File: config.mk
export PLATFORM = sky130hd
export DESIGN_NAME = rgb_to_yuv420_stream_top
export DESIGN_NICKNAME = d
export VERILOG_FILES = /design/src/hw/rtl/rgb2yuv_pkg.sv /design/src/hw/rtl/rgb_to_yuv420_stream_top.sv /design/src/hw/rtl/rgb2yuv_front.sv /design/src/hw/rtl/rgb2yuv_queue.sv /design/src/hw/rtl/rgb2yuv_back.sv
export SDC_FILE = /design/constraint.sdc
export NUM_CORES = 1
export LEC_CHECK = 0
export ABC_AREA = 1
export BUFFER_PORTS_ARGS = -buffer_cell sky130_fd_sc_hd__buf_2
export CORE_AREA = 2 2 166 168
export CTS_CLUSTER_DIAMETER = 40
export DETAILED_ROUTE_END_ITERATION = 8
export DIE_AREA = 0 0 168 170
export PLACE_DENSITY = 0.84
export RECOVER_POWER = 100
export SLEW_MARGIN = 15
export SYNTH_ARGS = -nofsm -noshare
export SYNTH_HDL_FRONTEND = slang
export SYNTH_SLANG_ARGS = --single-unit
File: constraint.sdc
create_clock -name clk -period 15.7 [get_ports clk]
set_input_delay 0.785 -clock clk [delete_from_list [all_inputs] [get_ports clk]]
set_output_delay 0.785 -clock clk [all_outputs]
set_load 0.005 [all_outputs]
File: src/hw/rtl/rgb2yuv_pkg.sv
`default_nettype none

package rgb2yuv_pkg;

    // Frame geometry limits.
    localparam int MAX_DIM    = 4096;
    localparam int DIM_W      = $clog2(MAX_DIM);      // position counter width
    localparam int CFG_DATA_W = 13;
    localparam int CFG_IDX_W  = 2;

    // Configuration register indexes.
    localparam logic [CFG_IDX_W-1:0] REG_FRAME_WIDTH  = 2'd0;
    localparam logic [CFG_IDX_W-1:0] REG_FRAME_HEIGHT = 2'd1;

    localparam logic [CFG_DATA_W-1:0] FRAME_WIDTH_RESET  = 13'd800;
    localparam logic [CFG_DATA_W-1:0] FRAME_HEIGHT_RESET = 13'd450;

    // Chroma kind codes.
    localparam logic [1:0] KIND_NONE = 2'd0;
    localparam logic [1:0] KIND_U    = 2'd1;
    localparam logic [1:0] KIND_V    = 2'd2;

    // Queue between front and back.
    localparam int QUEUE_DEPTH = 4;
    localparam int QUEUE_PTR_W = $clog2(QUEUE_DEPTH);
    localparam int QUEUE_CNT_W = $clog2(QUEUE_DEPTH + 1);

    // A classified pixel: components plus what the back end must produce.
    typedef struct packed {
        logic [7:0] red;
        logic [7:0] green;
        logic [7:0] blue;
        logic [1:0] kind;
        logic       frame_end;
    } pixel_item_t;

    // Last valid position for a configured dimension, with zero acting as one
    // and anything above MAX_DIM acting as MAX_DIM.
    function automatic logic [DIM_W-1:0] last_pos(input logic [CFG_DATA_W-1:0] dim);
        logic [CFG_DATA_W-1:0] dec;
        dec = dim - 13'd1;
        if (dim == '0) begin
            last_pos = '0;
        end else if (dim >= CFG_DATA_W'(MAX_DIM)) begin
            last_pos = DIM_W'(MAX_DIM - 1);
        end else begin
            last_pos = dec[DIM_W-1:0];
        end
    endfunction

endpackage

`default_nettype wire

File: src/hw/rtl/rgb_to_yuv420_stream_top.sv
`default_nettype none

// RGB to YUV 4:2:0 stream converter, BT.601 integer coefficients.
// The pixel channel (in_valid, in_stall, red, green, blue) takes one RGB pixel
// per beat in raster order. The result channel (out_valid, out_stall, luma,
// chroma_kind, chroma, frame_end) gives one beat per pixel, in the same order.
// Chroma is point-sampled: even columns of even rows carry U, even columns of
// odd rows carry V, and odd columns carry no chroma (chroma reads zero).
// frame_end marks the last pixel of each frame.
// The configuration channel (cfg_valid, cfg_ready, cfg_index, cfg_data) sets
// frame_width (index 0) and frame_height (index 1); cfg_ready is always high.
// Write it only while no pixel is in flight. Zero acts as one and sizes above
// 4096 act as 4096.
// Throughput is one pixel per clock while the receiver does not stall. A pixel
// passes through the queue, the sum stage that forms the weighted sums and the
// output register, and its result is taken at the next free edge.
// A four-entry queue sits between the classifying front end and the
// arithmetic back end; when the receiver stalls, the back end holds its
// result, the queue fills, and in_stall rises once the queue is full.
// Reset clears the column and row position, empties the queue and the
// pipeline, and restores the sizes to 800 by 450.
module rgb_to_yuv420_stream_top
    import rgb2yuv_pkg::*;
(
    input  wire logic                  clk,
    input  wire logic                  rst_n,
    input  wire logic                  cfg_valid,
    output logic                       cfg_ready,
    input  wire logic [CFG_IDX_W-1:0]  cfg_index,
    input  wire logic [CFG_DATA_W-1:0] cfg_data,
    input  wire logic                  in_valid,
    output logic                       in_stall,
    input  wire logic [7:0]            red,
    input  wire logic [7:0]            green,
    input  wire logic [7:0]            blue,
    output logic                       out_valid,
    input  wire logic                  out_stall,
    output logic [7:0]                 luma,
    output logic [1:0]                 chroma_kind,
    output logic [7:0]                 chroma,
    output logic                       frame_end
);

    pixel_item_t front_item;
    pixel_item_t queue_item;
    logic        in_accept;
    logic        queue_full;
    logic        queue_empty;
    logic        queue_pop;

    assign cfg_ready = 1'b1;
    // The front end may only advance its counters when the queue has room.
    assign in_stall  = queue_full;
    assign in_accept = in_valid && !queue_full;

    rgb2yuv_front u_front (
        .clk       (clk),
        .rst_n     (rst_n),
        .cfg_write (cfg_valid && cfg_ready),
        .cfg_index (cfg_index),
        .cfg_data  (cfg_data),
        .accept    (in_accept),
        .red       (red),
        .green     (green),
        .blue      (blue),
        .item      (front_item)
    );

    rgb2yuv_queue u_queue (
        .clk       (clk),
        .rst_n     (rst_n),
        .push      (in_accept),
        .push_item (front_item),
        .full      (queue_full),
        .pop       (queue_pop),
        .pop_item  (queue_item),
        .empty     (queue_empty)
    );

    rgb2yuv_back u_back (
        .clk         (clk),
        .rst_n       (rst_n),
        .item_avail  (!queue_empty),
        .item        (queue_item),
        .item_take   (queue_pop),
        .out_valid   (out_valid),
        .out_stall   (out_stall),
        .luma        (luma),
        .chroma_kind (chroma_kind),
        .chroma      (chroma),
        .frame_end   (frame_end)
    );

    // Luma always lands in the BT.601 video range.
    assert property (@(posedge clk) disable iff (!rst_n)
        out_valid |-> (luma >= 8'd16) && (luma <= 8'd235))
        else $error("luma outside 16..235");

    // A pixel without chroma carries a zero chroma sample.
    assert property (@(posedge clk) disable iff (!rst_n)
        (out_valid && (chroma_kind == KIND_NONE)) |-> (chroma == 8'd0))
        else $error("chroma not zero on a pixel without chroma");

    // U and V samples stay within 16..240.
    assert property (@(posedge clk) disable iff (!rst_n)
        (out_valid && (chroma_kind != KIND_NONE)) |-> (chroma >= 8'd16) && (chroma <= 8'd240))
        else $error("chroma outside 16..240");

endmodule

`default_nettype wire

File: src/hw/rtl/rgb2yuv_front.sv
`default_nettype none

module rgb2yuv_front
    import rgb2yuv_pkg::*;
(
    input  wire logic                  clk,
    input  wire logic                  rst_n,
    input  wire logic                  cfg_write,
    input  wire logic [CFG_IDX_W-1:0]  cfg_index,
    input  wire logic [CFG_DATA_W-1:0] cfg_data,
    input  wire logic                  accept,
    input  wire logic [7:0]            red,
    input  wire logic [7:0]            green,
    input  wire logic [7:0]            blue,
    output pixel_item_t                item
);

    logic [CFG_DATA_W-1:0] width_reg;
    logic [CFG_DATA_W-1:0] height_reg;
    logic [DIM_W-1:0]      col_reg;
    logic [DIM_W-1:0]      col_next;
    logic [DIM_W-1:0]      row_reg;
    logic [DIM_W-1:0]      row_next;
    logic                  last_col;
    logic                  last_row;

    always_ff @(posedge clk or negedge rst_n) begin
        if (!rst_n) begin
            width_reg  <= FRAME_WIDTH_RESET;
            height_reg <= FRAME_HEIGHT_RESET;
        end else if (cfg_write) begin
            if (cfg_index == REG_FRAME_WIDTH) begin
                width_reg <= cfg_data;
            end else if (cfg_index == REG_FRAME_HEIGHT) begin
                height_reg <= cfg_data;
            end
        end
    end

    // A counter past the last position of a newly written size counts as last.
    assign last_col = col_reg >= last_pos(width_reg);
    assign last_row = row_reg >= last_pos(height_reg);

    always_comb begin
        col_next = col_reg;
        row_next = row_reg;
        if (accept) begin
            if (last_col) begin
                col_next = '0;
                row_next = last_row ? '0 : row_reg + 1'b1;
            end else begin
                col_next = col_reg + 1'b1;
            end
        end
    end

    always_ff @(posedge clk or negedge rst_n) begin
        if (!rst_n) begin
            col_reg <= '0;
            row_reg <= '0;
        end else begin
            col_reg <= col_next;
            row_reg <= row_next;
        end
    end

    always_comb begin
        item.red       = red;
        item.green     = green;
        item.blue      = blue;
        item.frame_end = last_col && last_row;
        if (col_reg[0]) begin
            item.kind = KIND_NONE;
        end else if (row_reg[0]) begin
            item.kind = KIND_V;
        end else begin
            item.kind = KIND_U;
        end
    end

endmodule

`default_nettype wire

File: src/hw/rtl/rgb2yuv_queue.sv
`default_nettype none

module rgb2yuv_queue
    import rgb2yuv_pkg::*;
(
    input  wire logic  clk,
    input  wire logic  rst_n,
    input  wire logic  push,
    input  wire pixel_item_t push_item,
    output logic       full,
    input  wire logic  pop,
    output pixel_item_t pop_item,
    output logic       empty
);

    pixel_item_t            slots [QUEUE_DEPTH];
    logic [QUEUE_PTR_W-1:0] wr_ptr_reg;
    logic [QUEUE_PTR_W-1:0] rd_ptr_reg;
    logic [QUEUE_CNT_W-1:0] count_reg;

    assign full     = count_reg == QUEUE_CNT_W'(QUEUE_DEPTH);
    assign empty    = count_reg == '0;
    assign pop_item = slots[rd_ptr_reg];

    always_ff @(posedge clk) begin
        if (push) begin
            slots[wr_ptr_reg] <= push_item;
        end
    end

    always_ff @(posedge clk or negedge rst_n) begin
        if (!rst_n) begin
            wr_ptr_reg <= '0;
            rd_ptr_reg <= '0;
            count_reg  <= '0;
        end else begin
            if (push) begin
                wr_ptr_reg <= wr_ptr_reg + 1'b1;
            end
            if (pop) begin
                rd_ptr_reg <= rd_ptr_reg + 1'b1;
            end
            if (push && !pop) begin
                count_reg <= count_reg + 1'b1;
            end else if (pop && !push) begin
                count_reg <= count_reg - 1'b1;
            end
        end
    end

endmodule

`default_nettype wire

File: src/hw/rtl/rgb2yuv_back.sv
`default_nettype none

module rgb2yuv_back
    import rgb2yuv_pkg::*;
(
    input  wire logic  clk,
    input  wire logic  rst_n,
    input  wire logic  item_avail,
    input  wire pixel_item_t item,
    output logic       item_take,
    output logic       out_valid,
    input  wire logic  out_stall,
    output logic [7:0] luma,
    output logic [1:0] chroma_kind,
    output logic [7:0] chroma,
    output logic       frame_end
);

    // Sum stage.
    logic               s1_valid_reg;
    logic [15:0]        y_sum_reg;
    logic [15:0]        c_sum_reg;
    logic [1:0]         s1_kind_reg;
    logic               s1_end_reg;
    // Output stage.
    logic               s2_valid_reg;
    logic               s2_ready;
    logic               s1_ready;
    logic [15:0]        y_sum;
    logic signed [16:0] r_s;
    logic signed [16:0] g_s;
    logic signed [16:0] b_s;
    logic signed [16:0] u_sum;
    logic signed [16:0] v_sum;

    assign s2_ready  = !s2_valid_reg || !out_stall;
    assign s1_ready  = !s1_valid_reg || s2_ready;
    assign item_take = item_avail && s1_ready;
    assign out_valid = s2_valid_reg;

    assign r_s = $signed({9'd0, item.red});
    assign g_s = $signed({9'd0, item.green});
    assign b_s = $signed({9'd0, item.blue});

    assign y_sum = 16'd66 * {8'd0, item.red} + 16'd129 * {8'd0, item.green}
                 + 16'd25 * {8'd0, item.blue} + 16'd128;
    assign u_sum = 17'sd112 * b_s - 17'sd38 * r_s - 17'sd74 * g_s + 17'sd128;
    assign v_sum = 17'sd112 * r_s - 17'sd94 * g_s - 17'sd18 * b_s + 17'sd128;

    always_ff @(posedge clk or negedge rst_n) begin
        if (!rst_n) begin
            s1_valid_reg <= 1'b0;
            s2_valid_reg <= 1'b0;
        end else begin
            if (s1_ready) begin
                s1_valid_reg <= item_avail;
            end
            if (s2_ready) begin
                s2_valid_reg <= s1_valid_reg;
            end
        end
    end

    always_ff @(posedge clk) begin
        if (item_take) begin
            y_sum_reg   <= y_sum;
            c_sum_reg   <= (item.kind == KIND_V) ? v_sum[15:0] : u_sum[15:0];
            s1_kind_reg <= item.kind;
            s1_end_reg  <= item.frame_end;
        end
        if (s2_ready && s1_valid_reg) begin
            luma        <= y_sum_reg[15:8] + 8'd16;
            chroma_kind <= s1_kind_reg;
            // floor(s / 256) + 128 for a 16-bit signed sum.
            chroma      <= (s1_kind_reg == KIND_NONE) ? 8'd0
                                                      : {~c_sum_reg[15], c_sum_reg[14:8]};
            frame_end   <= s1_end_reg;
        end
    end

endmodule

`default_nettype wire

==> impl_summary.txt, run 1 <==
----------------------------------------------------
[Run status]
  Outcome ... complete, but fails checks
  Violations in the final reports ... max-capacitance violations, max-slew violations

[Synth]
  Post-synthesis cell type count ... 55
  Net count after synthesis ... 2431
  Post-Synth XOR/XNOR Area ... 4.10%
  Post-Syn Area ... 17700 µm²
  Number of synthesis warnings ... 0
  Top_reg_cell synth ... sky130_fd_sc_hd__edfxtp_1
  Count of flip-flops with a built-in enable after synthesis ... 146
  Combinational family with the most area after synthesis ... adder cells
  Async set or reset register ratio after synthesis ... 28.8%
  Avg Synthesized Cell Area ... 8.69 µm²
  Share of the synthesized area in compound gates (AO/OA/AOI/OAI) ... 7.14%
  Adder and majority gate portion of the synthesized area ... 27.9%
  Simple-Gate Fraction of Synth Area ... 18.3%
  Gate Count Post-Synth ... 2040
  Share of the yosys chip area belonging to registers ... 33.1%
  Number of register bits inferred by synthesis ... 205
  Mux contribution to synthesized area ... 0%

[Drt]
  Residual DRC ... 0
  Wirelength, routed ... 41200 µm
  Via density per instance ... 5.62
  ANT nets after route ... 0
  Initial drt markers ... 1125
  First-pass iteration count of the detailed router ... 7
  Average wire per cell in the routed design ... 16.6 µm
  Count of vias placed by the detailed router ... 14000

[CTS]
  CTS Sinks ... 205
  Maximum clock insertion buffer count ... 3
  Clock edge transition at the registers on the reported setup and hold paths ... 0.06 ns
  Post-CTS repair timing setup buffer count ... 0
  Cell chosen for the clock root ... sky130_fd_sc_hd__clkbuf_16
  Clock latency of the later-clocked register in the worst-skew pair ... 0.58 ns
  H-tree levels ... 1
  Number of buffers added to fix hold violations after cts ... 0
  Number of buffers inserted during clock tree synthesis ... 28
  TritonCTS clock tree ... done
  Post_cts resized ... 0

[Floorplanning]
  Core ar. ... 26700 µm²
  Die Ht ... 170 µm
  Number of ports placed on the die boundary ... 66
  Cell Rows ... 60
  Die Span X ... 168 µm
  Die Outline Area ... 28600 µm²
  Starting Density ... 66.6%

[STA]
  Final period utilization ... 49.5%
  Measured slew at the worst slew-check pin ... 3.19 ns
  Fmax achieved ... 129 MHz
  Relative max-transition margin ... -113%
  Post-layout minimum cycle time ... 7.77 ns
  Count of final setup violators ... 0
  RSZ-0062 raised after global routing ... no
  Max-slew violation count ... 228
  Setup total negative slack ... 0 ns
  Final Hold Fails ... 0
  Final setup skew ... 0.0373 ns

[Layout]
  Commonest non-fill, non-tap cells in the layout ... sky130_fd_sc_hd__nand2_1 (471), sky130_fd_sc_hd__inv_1 (379), sky130_fd_sc_hd__ha_1 (265)
  Antenna diode instance count ... 0
  Storage cell area ... 5870 µm²
  Final layout net count ... 2515
  Relative area change from synthesis to final layout ... 8.82%
  Most common cell after layout, fill and taps aside ... sky130_fd_sc_hd__nand2_1
  Area used by multi-input combinational logic ... 10200 µm²
  Layout fillers ... 1899
  Number of cells in the finished layout apart from fillers ... 2487
  Largest register FFs ... 108
  Fraction of layout instances using a drive strength above 1 ... 5.87%

[Global routing]
  Via count of the first global-routing pass ... 14300
  Antenna violations before repair ... 0
  Global route total overflow ... 0
  Overall routing resource usage ... 29.8%
  Largest net degree at the start of global routing ... 60
  Global-route wire length before repair ... 68200 µm

[Place]
  Routability-driven placement congestion ratio ... 0.939
  Placed insts ... 2435
  Hpwl dp ... 31200 µm
  IO Port Bufs ... 64

[Critical path]
  CP arrival ... 8.07 ns
  Element type at the critical path start ... register
  Critical Path RT ... 16.00 ns
  Most repeated library cell on the critical path ... sky130_fd_sc_hd__inv_1
  Stage delay of the slowest cell on the critical path ... 1.17 ns
  Biggest fanout along the worst timing path ... 55
  Critical Setup Path Class ... register to register
  Endpoint type of the worst setup path ... register
  Cell with the largest stage delay on the worst path ... sky130_fd_sc_hd__inv_1

[Hold path]
  Worst Hold Class ... input port to register

[Flow run]
  Count of maximum capacitance violations ... 6

----------------------------------------------------
[cell usage after synthesis, types with 9 or more instances]
| library cell | number | area share (%) |
|---|---|---|
| sky130_fd_sc_hd__nand2_1 | 470 | 9.9 |
| sky130_fd_sc_hd__inv_1 | 375 | 7.9 |
| sky130_fd_sc_hd__ha_1 | 265 | 19 |
| sky130_fd_sc_hd__edfxtp_1 | 146 | 25 |
| sky130_fd_sc_hd__nor2_1 | 126 | 2.7 |
| sky130_fd_sc_hd__nand3_1 | 109 | 3.1 |
| sky130_fd_sc_hd__o21ai_0 | 86 | 2.4 |
| sky130_fd_sc_hd__a21oi_1 | 85 | 2.4 |
| sky130_fd_sc_hd__fa_1 | 82 | 9.3 |
| sky130_fd_sc_hd__xor2_1 | 53 | 2.6 |
| sky130_fd_sc_hd__dfrtp_1 | 52 | 7.3 |
| sky130_fd_sc_hd__xnor2_1 | 30 | 1.5 |
| sky130_fd_sc_hd__nand4_1 | 22 | 0.78 |
| sky130_fd_sc_hd__nor3_1 | 13 | 0.37 |
| sky130_fd_sc_hd__o21bai_1 | 10 | 0.42 |
| sky130_fd_sc_hd__buf_2 | 9 | 0.25 |
[worst paths after layout]
| check | from | to | slack [ns] | depth (start not counted) |
|---|---|---|---|---|
| setup / recovery | u_queue.rd_ptr_reg[0] | u_back.c_sum_reg[15] | 7.93 | 25 |
| hold / removal | out_stall | u_back.out_valid | 0.42 | 3 |
| setup reg to reg | u_queue.rd_ptr_reg[0] | u_back.c_sum_reg[15] | 7.93 | 25 |
| hold reg to reg | u_back.y_sum_reg[9] | u_back.luma[1] | 0.43 | 0 |
| max in group asynchronous | rst_n | u_front.col_reg[2] | 12.50 | 2 |
| min in group asynchronous | rst_n | u_front.row_reg[2] | 1.36 | 2 |
[final cells by class]
cell class / count / area share, %
clock buffer: 40 / 4.34
clock inverter: 12 / 0.648
inverter: 382 / 7.47
multi-input combinational: 1423 / 52.8
sequential: 205 / 30.4
tap: 341 / 2.21
timing repair buffer: 84 / 2.09
[stage by stage]
step | setup slack (ns) | util [%] | cell area, µm² | hold WS [ns]
after floorplan | 9.50 | - | 17700 | 0.400
after global placement | 8.78 | 69.1 | 18400 | 0.401
after detailed placement | 8.58 | 69.1 | 18400 | 0.406
after CTS | 8.57 | 72.7 | 19400 | 0.380
after global routing | 7.38 | 72.4 | 19300 | 0.447
final | 7.93 | 72.4 | 19300 | 0.423
[logic make-up (layout without fill, tap and decap cells)]
logic type,count (synthesis),in the layout
buf+inv,412,518
compound gates,222,222
xor+xnor,83,83
flops,205,205
simple gates,770,770
fa+ha+maj,347,347
other cells,1,1
[worst max-delay path, delay by kind of cell (launching register included)]
kind / cells / cell delay, ns
AND/OR/NAND/NOR: 7 / 0.62
AO/OA/AOI/OAI: 4 / 1.70
buffers and inverters: 6 / 1.66
flip-flops: 1 / 0.39
XOR/XNOR: 1 / 0.19
adder cells (fa/ha/maj): 7 / 2.96
[routing by layer]
| metal | global-route usage [%] | vias to the layer above | part of all wire, % |
|---|---|---|---|
| li1 | - | 6787 | - |
| met2 | 54.0 | 482 | 50 |
| met3 | 3.33 | 155 | 5.8 |
| met1 | 35.3 | 6541 | 39 |
| met5 | 0 | - | 0 |
| met4 | 14.7 | 0 | 5.1 |
Power of run 1 is left out: the tool's default activity adds up to more than one toggle a clock period on the data nets, which glitch-free logic cannot reach.
==> run 2: changes to the inputs <==
CORE_AREA = 2 2 170 172   (was 2 2 166 168)
DIE_AREA = 0 0 172 174   (was 0 0 168 170)
PLACE_DENSITY = 0.8   (was 0.84)
clock period = 7.4 ns   (was 15.7 ns; I/O delays follow)
==> impl_summary.txt, run 2 (synthesized netlist as in run 1, its figures left out) <==
----------------------------------------------------
[Run status]
  Outcome ... complete, but fails checks
  Violations in the final reports ... max-capacitance violations, max-slew violations

[CTS]
  H-tree levels ... 1
  Clock latency of the later-clocked register in the worst-skew pair ... 0.56 ns
  Post-CTS repair timing setup buffer count ... 0
  Number of buffers inserted during clock tree synthesis ... 26
  CTS Sinks ... 205
  Number of buffers added to fix hold violations after cts ... 1
  Post_cts resized ... 0
  Maximum clock insertion buffer count ... 3
  Clock edge transition at the registers on the reported setup and hold paths ... 0.06 ns
  Cell chosen for the clock root ... sky130_fd_sc_hd__clkbuf_16
  TritonCTS clock tree ... done

[Global routing]
  Antenna violations before repair ... 0
  Via count of the first global-routing pass ... 13900
  Global-route wire length before repair ... 66100 µm
  Largest net degree at the start of global routing ... 60
  Overall routing resource usage ... 27.6%
  Global route total overflow ... 0

[Critical path]
  Critical Setup Path Class ... register to register
  Critical Path RT ... 7.68 ns
  Stage delay of the slowest cell on the critical path ... 0.55 ns
  Element type at the critical path start ... register
  Endpoint type of the worst setup path ... register
  Biggest fanout along the worst timing path ... 55
  Cell with the largest stage delay on the worst path ... sky130_fd_sc_hd__clkbuf_1
  CP arrival ... 7.10 ns

[Floorplanning]
  Die Outline Area ... 29900 µm²
  Number of ports placed on the die boundary ... 66
  Die Span X ... 172 µm
  Cell Rows ... 62
  Die Ht ... 174 µm
  Core ar. ... 28200 µm²
  Starting Density ... 62.8%

[STA]
  RSZ-0062 raised after global routing ... no
  Post-layout minimum cycle time ... 6.82 ns
  Fmax achieved ... 147 MHz
  Final setup skew ... 0.0361 ns
  Final period utilization ... 92.2%
  Max-slew violation count ... 172
  Setup total negative slack ... 0 ns
  Final Hold Fails ... 0
  Measured slew at the worst slew-check pin ... 3.20 ns
  Count of final setup violators ... 0
  Relative max-transition margin ... -113%

[Layout]
  Commonest non-fill, non-tap cells in the layout ... sky130_fd_sc_hd__nand2_1 (471), sky130_fd_sc_hd__inv_1 (378), sky130_fd_sc_hd__ha_1 (265)
  Storage cell area ... 5870 µm²
  Area used by multi-input combinational logic ... 10200 µm²
  Antenna diode instance count ... 0
  Layout fillers ... 2263
  Relative area change from synthesis to final layout ... 9.40%
  Most common cell after layout, fill and taps aside ... sky130_fd_sc_hd__nand2_1
  Fraction of layout instances using a drive strength above 1 ... 5.72%
  Largest register FFs ... 108
  Final layout net count ... 2523

[Place]
  IO Port Bufs ... 64
  Routability-driven placement congestion ratio ... 0.961
  Hpwl dp ... 30900 µm

[Drt]
  ANT nets after route ... 0
  First-pass iteration count of the detailed router ... 5
  Residual DRC ... 0
  Average wire per cell in the routed design ... 15.9 µm
  Count of vias placed by the detailed router ... 13900
  Initial drt markers ... 936
  Wirelength, routed ... 40200 µm
  Via density per instance ... 5.49

[Flow run]
  Count of maximum capacitance violations ... 5

[Hold path]
  Worst Hold Class ... input port to register

----------------------------------------------------
==> run 2: stage by stage <==
stage / utilization [%] / hold WS, ns / instance area (µm²) / instances / setup WS (ns)
2_1_floorplan: - / 0.0744 / 17700 / 2040 / 1.20
5_1_grt: 68.7 / 0.0833 / 19400 / 2536 / 0.248
4_1_cts: 69.0 / 0.0206 / 19500 / 2535 / 0.869
3_5_place_dp: 65.6 / 0.405 / 18500 / 2486 / 0.977
6_report: 68.7 / 0.0655 / 19400 / 2536 / 0.580
3_3_place_gp: 65.6 / 0.405 / 18500 / 2486 / 1.13
==> run 2: final timing paths <==
check                           slack [ns]              endpoint                  start  cells after the start
worst max-delay path                  0.58  u_back.y_sum_reg[15]  u_queue.rd_ptr_reg[0]                     27
worst min-delay path                  0.07  u_front.width_reg[9]            cfg_data[9]                      3
worst max register to register        0.58  u_back.y_sum_reg[15]  u_queue.rd_ptr_reg[0]                     27
worst min register to register        0.41        u_back.luma[3]   u_back.y_sum_reg[11]                      0
max in group asynchronous             4.05   u_front.col_reg[11]                  rst_n                      3
min in group asynchronous             1.54    u_front.row_reg[2]                  rst_n                      3
==> run 2: metal layers <==
| layer | GRT usage (%) | vias up | wire length (µm) |
|---|---|---|---|
| li1 | - | 6800 | - |
| met1 | 34.1 | 6595 | 16500 |
| met2 | 48.1 | 420 | 20100 |
| met3 | 4.10 | 117 | 2120 |
| met4 | 11.4 | 0 | 1580 |
| met5 | 0 | - | 0 |
==> run 2: layout make-up <==
class,count,share of cell area [%]
timing repair buffer,94,2.46
inverter,382,7.43
sequential,205,30.2
clock inverter,13,1.08
multi-input combinational,1423,52.6
tap,384,2.48
clock buffer,35,3.74
==> run 2: worst max-delay path: cells and delay by family (launching register included) <==
kind / cells / cell delay [ns]
adders and majority gates: 10 / 3.47
buffers and inverters: 8 / 1.42
DFF: 1 / 0.36
AOI/OAI and AO/OA: 3 / 0.85
and+or+nand+nor: 6 / 0.41
Power of run 2 is left out for the same reason.
